**config.mk**
```make
export PLATFORM = sky130hd
export DESIGN_NAME = dashed_line_rasterizer
export DESIGN_NICKNAME = d
export VERILOG_FILES = /design/src/design/dlr_pkg.sv /design/src/design/dlr_ctrl.sv /design/src/design/dlr_datapath.sv /design/src/design/dashed_line_rasterizer.sv
export SDC_FILE = /design/constraint.sdc
export NUM_CORES = 1
export LEC_CHECK = 0
export BUFFER_PORTS_ARGS = -buffer_cell sky130_fd_sc_hd__buf_4
export CORE_ASPECT_RATIO = 0.75
export CORE_UTILIZATION = 64
export CTS_CLUSTER_DIAMETER = 40
export DETAILED_ROUTE_END_ITERATION = 10
export PLACE_DENSITY_LB_ADDON = 0.25
export SYNTH_ARGS = -nofsm -noshare
export SYNTH_HDL_FRONTEND = slang
export SYNTH_HIERARCHICAL = 1
export SYNTH_SLANG_ARGS = --single-unit
```
**constraint.sdc**
```tcl
create_clock -name clk -period 16.6 [get_ports clk]
set_clock_uncertainty 0.1 [all_clocks]
set_input_delay 3.32 -clock clk [delete_from_list [all_inputs] [get_ports clk]]
set_output_delay 3.32 -clock clk [all_outputs]
set_load 0.01 [all_outputs]
```
**src/design/dlr_pkg.sv**
```systemverilog
// Dashed line rasterizer: shared widths, codes, command struct and FSM state type.
// Used by dlr_ctrl, dlr_datapath and dashed_line_rasterizer.
package dlr_pkg;

	localparam int COORD_BITS = 12;
	localparam int ADDR_BITS  = 24;
	localparam int COLOR_BITS = 32;
	localparam int WIDTH_BITS = 13;
	localparam int MODE_BITS  = 2;
	localparam int STYLE_BITS = 2;
	localparam int ON_BITS    = 13;
	localparam int GAP_BITS   = 2;

	localparam int PIX_BITS = COORD_BITS + 1;
	localparam int CUR_BITS = COORD_BITS + 2;
	localparam int CNT_BITS = COORD_BITS;
	localparam int REM_BITS = COORD_BITS + 1;
	localparam int MUL_BITS = CUR_BITS + WIDTH_BITS + 1;
	localparam int SUM_BITS = (MUL_BITS > ADDR_BITS) ? MUL_BITS : ADDR_BITS;

	localparam int IN_FIELD_BITS  = 4 * COORD_BITS + COLOR_BITS + STYLE_BITS;
	localparam int IN_DATA_BITS   = (IN_FIELD_BITS + 7) / 8 * 8;
	localparam int OUT_FIELD_BITS = 2 * PIX_BITS + ADDR_BITS + COLOR_BITS + 1;
	localparam int OUT_DATA_BITS  = (OUT_FIELD_BITS + 7) / 8 * 8;

	localparam logic CMD_START = 1'b0;
	localparam logic CMD_STEP  = 1'b1;

	localparam logic REG_DRAW_MODE    = 1'b0;
	localparam logic REG_BUFFER_WIDTH = 1'b1;

	localparam logic [MODE_BITS-1:0] MODE_OVERWRITE = 2'd0;
	localparam logic [MODE_BITS-1:0] MODE_XOR       = 2'd1;

	localparam logic [STYLE_BITS-1:0] STYLE_SOLID = 2'd0;
	localparam logic [STYLE_BITS-1:0] STYLE_SHORT = 2'd1;
	localparam logic [STYLE_BITS-1:0] STYLE_DASH  = 2'd2;
	localparam logic [STYLE_BITS-1:0] STYLE_DOT   = 2'd3;

	localparam logic [GAP_BITS-1:0]   GAP_RELOAD  = 2'd3;
	localparam logic [WIDTH_BITS-1:0] WIDTH_RESET = 13'd800;
	localparam logic [ON_BITS-1:0]    ON_RESET    = 13'd6000;

	typedef enum logic [1:0] {
		ST_IDLE,
		ST_MUL,
		ST_ADD
	} state_t;

	typedef struct packed {
		logic accept;
		logic mul;
		logic out_load;
	} dlr_cmd_t;

	function automatic logic [ON_BITS-1:0] on_length(input logic [STYLE_BITS-1:0] style);
		logic [ON_BITS-1:0] len;
		case (style)
			STYLE_SOLID: len = 13'd6000;
			STYLE_SHORT: len = 13'd4;
			STYLE_DASH:  len = 13'd9;
			STYLE_DOT:   len = 13'd1;
			default:     len = 13'd6000;
		endcase
		return len;
	endfunction

endpackage

```
**src/design/dlr_ctrl.sv**
```systemverilog
// Dashed line rasterizer controller: accept / multiply / address add sequence
// and output register occupancy. Depends on dlr_pkg.
module dlr_ctrl import dlr_pkg::*; (
	input  logic     clk,
	input  logic     arst_n,
	input  logic     s_tvalid,
	output logic     s_tready,
	output logic     m_tvalid,
	input  logic     m_tready,
	output dlr_cmd_t cmd
);

	state_t state_q, state_nxt;
	logic   out_vld_q;

	always_ff @(posedge clk or negedge arst_n) begin
		if (!arst_n) begin
			state_q   <= ST_IDLE;
			out_vld_q <= 1'b0;
		end else begin
			state_q <= state_nxt;
			if (cmd.out_load)
				out_vld_q <= 1'b1;
			else if (m_tready)
				out_vld_q <= 1'b0;
		end
	end

	always_comb begin
		state_nxt = state_q;
		case (state_q)
			ST_IDLE: if (s_tvalid) state_nxt = ST_MUL;
			ST_MUL:  state_nxt = ST_ADD;
			ST_ADD:  if (!out_vld_q || m_tready) state_nxt = ST_IDLE;
			default: state_nxt = ST_IDLE;
		endcase
	end

	always_comb begin
		s_tready     = 1'b0;
		cmd.accept   = 1'b0;
		cmd.mul      = 1'b0;
		cmd.out_load = 1'b0;
		case (state_q)
			ST_IDLE: begin
				s_tready   = 1'b1;
				cmd.accept = s_tvalid;
			end
			ST_MUL: cmd.mul = 1'b1;
			ST_ADD: cmd.out_load = !out_vld_q || m_tready;
			default: ;
		endcase
	end

	assign m_tvalid = out_vld_q;

endmodule

```
**src/design/dlr_datapath.sv**
```systemverilog
// Dashed line rasterizer datapath: config registers, line state, incremental
// minor-axis remainder, dash counters, address multiply-add, output register. Depends on dlr_pkg.
module dlr_datapath import dlr_pkg::*; (
	input  logic                     clk,
	input  logic                     arst_n,
	input  dlr_cmd_t                 cmd,
	input  logic                     cfg_valid,
	input  logic                     cfg_index,
	input  logic [WIDTH_BITS-1:0]    cfg_data,
	input  logic [IN_DATA_BITS-1:0]  s_tdata,
	input  logic                     s_tuser,
	output logic [OUT_DATA_BITS-1:0] m_tdata,
	output logic                     m_tuser,
	output logic                     m_tlast
);

	logic [MODE_BITS-1:0]  mode_q;
	logic [WIDTH_BITS-1:0] width_q;

	logic signed [COORD_BITS-1:0] start_x, start_y, end_x, end_y;
	logic [COLOR_BITS-1:0]        pen_color;
	logic [STYLE_BITS-1:0]        dash_style;

	logic                   active_q, xmaj_q, neg_x_q, neg_y_q;
	logic [CNT_BITS-1:0]    idx_q, cnt_q;
	logic signed [CUR_BITS-1:0] cur_x_q, cur_y_q;
	logic [REM_BITS-1:0]    rem_q, two_a_q, two_b_q;
	logic [COLOR_BITS-1:0]  color_q;
	logic [ON_BITS-1:0]     on_len_q, on_q;
	logic [GAP_BITS-1:0]    gap_q;

	logic signed [COORD_BITS:0] dx, dy;
	logic [COORD_BITS-1:0]      adx, ady, maj_len, min_len;
	logic                       x_major;

	logic                   draw, pix_ok, carry, last_step;
	logic [REM_BITS:0]      rem_sum;
	logic [CNT_BITS:0]      idx_inc;
	logic signed [CUR_BITS-1:0] dlt_x, dlt_y;

	logic                       valid_s1, xw_s1, done_s1;
	logic signed [CUR_BITS-1:0] px_s1, py_s1;
	logic [COLOR_BITS-1:0]      col_s1;
	logic signed [MUL_BITS-1:0] prod_s2;
	logic signed [SUM_BITS-1:0] addr_sum;

	logic                  pvalid_q, xw_q, done_q;
	logic [PIX_BITS-1:0]   pix_x_q, pix_y_q;
	logic [ADDR_BITS-1:0]  addr_q;
	logic [COLOR_BITS-1:0] wcol_q;

	assign start_x    = s_tdata[COORD_BITS-1:0];
	assign start_y    = s_tdata[2*COORD_BITS-1:COORD_BITS];
	assign end_x      = s_tdata[3*COORD_BITS-1:2*COORD_BITS];
	assign end_y      = s_tdata[4*COORD_BITS-1:3*COORD_BITS];
	assign pen_color  = s_tdata[4*COORD_BITS+COLOR_BITS-1:4*COORD_BITS];
	assign dash_style = s_tdata[IN_FIELD_BITS-1:4*COORD_BITS+COLOR_BITS];

	always_comb begin
		dx      = (COORD_BITS+1)'(end_x) - (COORD_BITS+1)'(start_x);
		dy      = (COORD_BITS+1)'(end_y) - (COORD_BITS+1)'(start_y);
		adx     = dx[COORD_BITS] ? COORD_BITS'(-dx) : dx[COORD_BITS-1:0];
		ady     = dy[COORD_BITS] ? COORD_BITS'(-dy) : dy[COORD_BITS-1:0];
		x_major = adx > ady;
		maj_len = x_major ? adx : ady;
		min_len = x_major ? ady : adx;
	end

	always_comb begin
		draw      = on_q != '0;
		pix_ok    = draw && (mode_q inside {MODE_OVERWRITE, MODE_XOR});
		rem_sum   = {1'b0, rem_q} + {1'b0, two_b_q};
		carry     = rem_sum >= {1'b0, two_a_q};
		idx_inc   = {1'b0, idx_q} + 1'b1;
		last_step = idx_inc >= {1'b0, cnt_q};
		dlt_x     = (xmaj_q || carry) ? (neg_x_q ? -CUR_BITS'(1) : CUR_BITS'(1)) : '0;
		dlt_y     = (!xmaj_q || carry) ? (neg_y_q ? -CUR_BITS'(1) : CUR_BITS'(1)) : '0;
	end

	always_ff @(posedge clk or negedge arst_n) begin
		if (!arst_n) begin
			mode_q   <= MODE_OVERWRITE;
			width_q  <= WIDTH_RESET;
			active_q <= 1'b0;
			xmaj_q   <= 1'b0;
			neg_x_q  <= 1'b0;
			neg_y_q  <= 1'b0;
			idx_q    <= '0;
			cnt_q    <= '0;
			cur_x_q  <= '0;
			cur_y_q  <= '0;
			rem_q    <= '0;
			two_a_q  <= '0;
			two_b_q  <= '0;
			color_q  <= '0;
			on_len_q <= ON_RESET;
			on_q     <= '0;
			gap_q    <= GAP_RELOAD;
		end else begin
			if (cfg_valid) begin
				if (cfg_index == REG_DRAW_MODE)
					mode_q <= cfg_data[MODE_BITS-1:0];
				else
					width_q <= cfg_data;
			end
			if (cmd.accept) begin
				if (s_tuser == CMD_START) begin
					active_q <= maj_len != '0;
					xmaj_q   <= x_major;
					neg_x_q  <= dx[COORD_BITS];
					neg_y_q  <= dy[COORD_BITS];
					idx_q    <= '0;
					cnt_q    <= maj_len;
					cur_x_q  <= CUR_BITS'(start_x);
					cur_y_q  <= CUR_BITS'(start_y);
					rem_q    <= {1'b0, maj_len};
					two_a_q  <= {maj_len, 1'b0};
					two_b_q  <= {min_len, 1'b0};
					color_q  <= pen_color;
					on_len_q <= on_length(dash_style);
					on_q     <= on_length(dash_style);
					gap_q    <= GAP_RELOAD;
				end else if (active_q) begin
					if (draw) begin
						on_q  <= on_q - 1'b1;
						gap_q <= GAP_RELOAD;
					end else if (gap_q == '0) begin
						on_q <= on_len_q;
					end else begin
						gap_q <= gap_q - 1'b1;
					end
					cur_x_q  <= cur_x_q + dlt_x;
					cur_y_q  <= cur_y_q + dlt_y;
					rem_q    <= carry ? REM_BITS'(rem_sum - {1'b0, two_a_q})
						: rem_sum[REM_BITS-1:0];
					idx_q    <= idx_inc[CNT_BITS-1:0];
					active_q <= !last_step;
				end
			end
		end
	end

	// pixel capture, one result per accepted item
	always_ff @(posedge clk) begin
		if (cmd.accept) begin
			valid_s1 <= 1'b0;
			xw_s1    <= 1'b0;
			px_s1    <= '0;
			py_s1    <= '0;
			col_s1   <= '0;
			done_s1  <= 1'b1;
			if (s_tuser == CMD_START) begin
				done_s1 <= maj_len == '0;
			end else if (active_q) begin
				done_s1 <= last_step;
				if (pix_ok) begin
					valid_s1 <= 1'b1;
					xw_s1    <= mode_q == MODE_XOR;
					px_s1    <= cur_x_q;
					py_s1    <= cur_y_q;
					col_s1   <= color_q;
				end
			end
		end
		if (cmd.mul)
			prod_s2 <= MUL_BITS'(py_s1) * $signed(MUL_BITS'(width_q));
		if (cmd.out_load) begin
			pvalid_q <= valid_s1;
			xw_q     <= xw_s1;
			done_q   <= done_s1;
			pix_x_q  <= px_s1[PIX_BITS-1:0];
			pix_y_q  <= py_s1[PIX_BITS-1:0];
			addr_q   <= addr_sum[ADDR_BITS-1:0];
			wcol_q   <= col_s1;
		end
	end

	assign addr_sum = SUM_BITS'(prod_s2) + SUM_BITS'(px_s1);

	assign m_tdata = {{(OUT_DATA_BITS-OUT_FIELD_BITS){1'b0}},
		xw_q, wcol_q, addr_q, pix_y_q, pix_x_q};
	assign m_tuser = pvalid_q;
	assign m_tlast = done_q;

endmodule

```
**src/design/dashed_line_rasterizer.sv**
```systemverilog
// Dashed line rasterizer top level: controller plus datapath.
// Depends on dlr_pkg, dlr_ctrl, dlr_datapath.
//
//   group  dir  handshake            payload
//   s_*    in   s_tvalid/s_tready    tdata: coordinates, colour, dash style; tuser: command
//   m_*    out  m_tvalid/m_tready    tdata: pixel, address, colour, xor; tuser: pixel_valid;
//                                    tlast: line_done
//   cfg_*  in   cfg_valid/cfg_ready  cfg_index, cfg_data
//
// Each item passes through the accept, y*width multiply and address add steps, the last
// into the output register; a new item is taken only once the previous one is loaded there.
// A finished result waits in the output register while the next item is taken;
// the add step holds while that register is still full.
// Reset clears the line state and loads the register defaults; cfg writes are always taken.
module dashed_line_rasterizer import dlr_pkg::*; (
	input  logic                     clk,
	input  logic                     arst_n,
	input  logic                     s_tvalid,
	output logic                     s_tready,
	// start_x, start_y, end_x, end_y, pen_color, dash_style, zero pad
	input  logic [IN_DATA_BITS-1:0]  s_tdata,
	// command
	input  logic                     s_tuser,
	output logic                     m_tvalid,
	input  logic                     m_tready,
	// pixel_x, pixel_y, pixel_address, write_color, xor_write, zero pad
	output logic [OUT_DATA_BITS-1:0] m_tdata,
	// pixel_valid
	output logic                     m_tuser,
	output logic                     m_tlast,
	input  logic                     cfg_valid,
	output logic                     cfg_ready,
	input  logic                     cfg_index,
	input  logic [WIDTH_BITS-1:0]    cfg_data
);

	dlr_cmd_t cmd;

	assign cfg_ready = 1'b1;

	dlr_ctrl u_ctrl (
		.clk      (clk),
		.arst_n   (arst_n),
		.s_tvalid (s_tvalid),
		.s_tready (s_tready),
		.m_tvalid (m_tvalid),
		.m_tready (m_tready),
		.cmd      (cmd)
	);

	dlr_datapath u_datapath (
		.clk       (clk),
		.arst_n    (arst_n),
		.cmd       (cmd),
		.cfg_valid (cfg_valid),
		.cfg_index (cfg_index),
		.cfg_data  (cfg_data),
		.s_tdata   (s_tdata),
		.s_tuser   (s_tuser),
		.m_tdata   (m_tdata),
		.m_tuser   (m_tuser),
		.m_tlast   (m_tlast)
	);

endmodule

```
==> run metrics <==
status=finished clean; Critical Path RT=16.89 ns; area growth from synthesis to layout=13.4%; Port Buffers=188; # diodes=0; CTS tree=done; core area=0.0373 mm²; grt total ovfl=0; Hold Vio Cnt, Final=0; Slew Viols, Final=0; # IOs=201; Synth Area per Inst=9.79 µm²; Synth Area in XOR/XNOR=0.0411; Max transition margin=0.147; Die Width=228 µm; Post-synth EDFFs=172; overall routing resource usage=0.313; sequential share of the synthesized area=0.366; via count=18,800; TritonCTS Sinks=322; final period utilization=0.560; Initial Utilization=0.654; setup bufs post-CTS=0; Final #Nets=3,072; CTS Buf Count=42; hold depth=0; RSZ-0062 raised after global routing=no; largest family of logic cells by synthesized area=adder cells; Mapped Area=0.0244 mm²; # DRC=0; final setup fails=0; H-tree Lvls=2; row count=61; worst skew pair latency=0.56 ns; Final Critical Period=9.29 ns; Final Wtd Congestion=0.927; final setup TNS=0 ns; TritonRoute pass-1 iters=6; die area=0.0389 mm²; CTS Buffer Depth=3; DP Wirelength=43,100 µm; Resized Gates After CTS=0; Synth Area in Compound Gates=0.119; clock root cell=clkbuf_16; Cell variety after synth=86; Startpoint Class=primary input; slew at the pin closest to its max-slew limit=1.27 ns; Min Hold Slack=0.316 ns; most used flip-flop cell after synthesis=edfxtp_1; hold buffers post-CTS=0; global-route wire length before repair=95,600 µm; post-synthesis mux area share=0.0279; WL final=59,000 µm; DR iter-0 viols=1,810; Crit path arrival time=9.58 ns; FILL cells=2,611; CP Capture Type=register; vias in the first global route=18,600; antenna violations before repair=0; worst r2r path cells=24; Synth Instances=2,494; layout cells sized above 1=0.126; CP Class=primary input to register; post-route ant nets=0; maxcap violations=0; clock-pin slew on the worst setup and hold paths=0.06 ns; placed cell area=0.0262 mm²; cell area after layout=0.0277 mm²; FF+latch count, synth=322; Die Ht=171 µm; via/cell ratio=5.93; Tightest Hold Check Type=register to register; wire length per cell=18.6 µm; ys async rst share=0.466; Max Clk Rate=0.108 GHz; largest net degree at the start of global routing=86; Synth Area in Simple Gates=0.170; Synth Area in Adders=0.216; crit path max fanout=23; YS warnings=6
==> per-layer routing <==
metal  share of wire  vias to the layer above  track usage  routed length [µm]
met5               0                        -            0                   0
met4           0.025                        0       0.0910                1470
li1                -                     8770            -                   -
met1            0.44                     9106        0.443               25900
met2            0.45                      846        0.501               26800
met3           0.083                      107       0.0491                4910
==> worst max-delay path: stages <==
cell and delay (ns):
buf_4 0.13, ha_1 0.22, fa_1 0.40, nand2b_1 0.20, a21oi_1 0.18, xnor2_1 0.14, nor3b_1 0.55, nor4b_1 0.42
a31oi_1 0.16, xnor2_1 0.55, ha_1 0.36, nand4_1 0.16, a211oi_1 0.10, a2111oi_0 0.91, nor2_2 0.33, buf_4 0.33
nor2_1 0.29, nand2_1 0.11, a2111oi_2 0.52, a41oi_1 0.18
==> cells in the mapped netlist, drive strengths merged, types with 10 or more instances <==
cell,count,area share
a211oi,16,0.0059
nor3,37,0.0080
o21bai,13,0.0040
dfrtp,144,0.15
nand2b,23,0.0059
mux2i,44,0.018
o21ai,147,0.030
o31ai,12,0.0049
and2,162,0.042
a22o,10,0.0036
edfxtp,172,0.21
a21oi,95,0.019
xnor2,77,0.028
nand3,38,0.0078
fa,160,0.13
inv,281,0.043
or3,17,0.0044
nand4,10,0.0026
mux2,21,0.0098
and4,11,0.0039
nand2,337,0.052
xor2,35,0.013
o21a,24,0.0074
clkbuf,88,0.014
a21o,32,0.0099
nor2,99,0.015
nor2b,19,0.0050
ha,165,0.085
nor4,17,0.0050
o22ai,24,0.0061
and3,22,0.0056
buf,15,0.0037
==> layout by cell type, fill, tap and decap left out, drive strengths merged, types with 16 or more instances in the layout <==
| cell | n |
|---|---|
| a211oi | 16 |
| a21o | 32 |
| a21oi | 95 |
| and2 | 162 |
| and3 | 22 |
| buf | 200 |
| clkbuf | 48 |
| clkinv | 16 |
| dfrtp | 144 |
| edfxtp | 172 |
| fa | 160 |
| ha | 165 |
| inv | 287 |
| mux2 | 21 |
| mux2i | 44 |
| nand2 | 337 |
| nand2b | 23 |
| nand3 | 38 |
| nor2 | 99 |
| nor2b | 19 |
| nor3 | 37 |
| nor4 | 17 |
| o21a | 24 |
| o21ai | 147 |
| o22ai | 24 |
| or3 | 17 |
| xnor2 | 77 |
| xor2 | 35 |
==> sequential cells by signal, summed over array words and instances, names as in the netlist, 4 cells and up <==
name                 flops
u_datapath/addr_q       24
u_datapath/on_q         13
u_datapath/color_q      32
u_datapath/col_s1       32
u_datapath/wcol_q       32
u_datapath/prod_s2      24
u_datapath/idx_q        12
u_datapath/pix_y_q      13
u_datapath/cur_x_q      14
u_datapath/px_s1        14
u_datapath/cur_y_q      14
u_datapath/rem_q        13
u_datapath/two_b_q      12
u_datapath/pix_x_q      13
u_datapath/on_len_q      4
u_datapath/cnt_q        12
u_datapath/py_s1        14
u_datapath/width_q      13
==> cell type report <==
cell class	instances	area, µm²	area share
inverter	281	1050	0.0381
clock inverter	30	439	0.0159
multi-input combinational	1792	14100	0.508
tap	504	631	0.0228
clock buffer	48	1070	0.0388
timing repair buffer	200	1510	0.0544
sequential	322	8930	0.322
==> per-stage QoR <==
| stage | setup slack, ns | instances | utilization |
|---|---|---|---|
| 2_1_floorplan | 8.62 | 2498 | - |
| 3_3_place_gp | 7.17 | 3099 | 0.701 |
| 5_1_grt | 6.81 | 3177 | 0.742 |
| 6_report | 7.31 | 3177 | 0.742 |
| 3_5_place_dp | 6.94 | 3099 | 0.701 |
| 4_1_cts | 7.52 | 3177 | 0.742 |
==> worst paths after layout <==
check                                      startpoint                      to  slack [ns]
worst max-delay path                      s_tdata[12]     u_datapath/active_q        7.31
worst min-delay path            u_datapath/col_s1[18]   u_datapath/wcol_q[18]        0.32
worst max register to register    u_datapath/rem_q[2]  u_datapath/cur_y_q[12]        9.11
worst min register to register  u_datapath/col_s1[18]   u_datapath/wcol_q[18]        0.32
max in group asynchronous                      arst_n       u_ctrl/state_q[1]       12.22
min in group asynchronous                      arst_n   u_datapath/cur_y_q[9]        2.75
==> logic make-up after synthesis <==
logic type / count (synthesis)
simple gates: 831
mux: 65
compound gates: 452
other cells: 2
buf+inv: 384
fa+ha+maj: 325
xor+xnor: 113
flops: 322
Power is not shown: default switching activity piles up to over one toggle a cycle in this logic, so the estimate is an artifact.
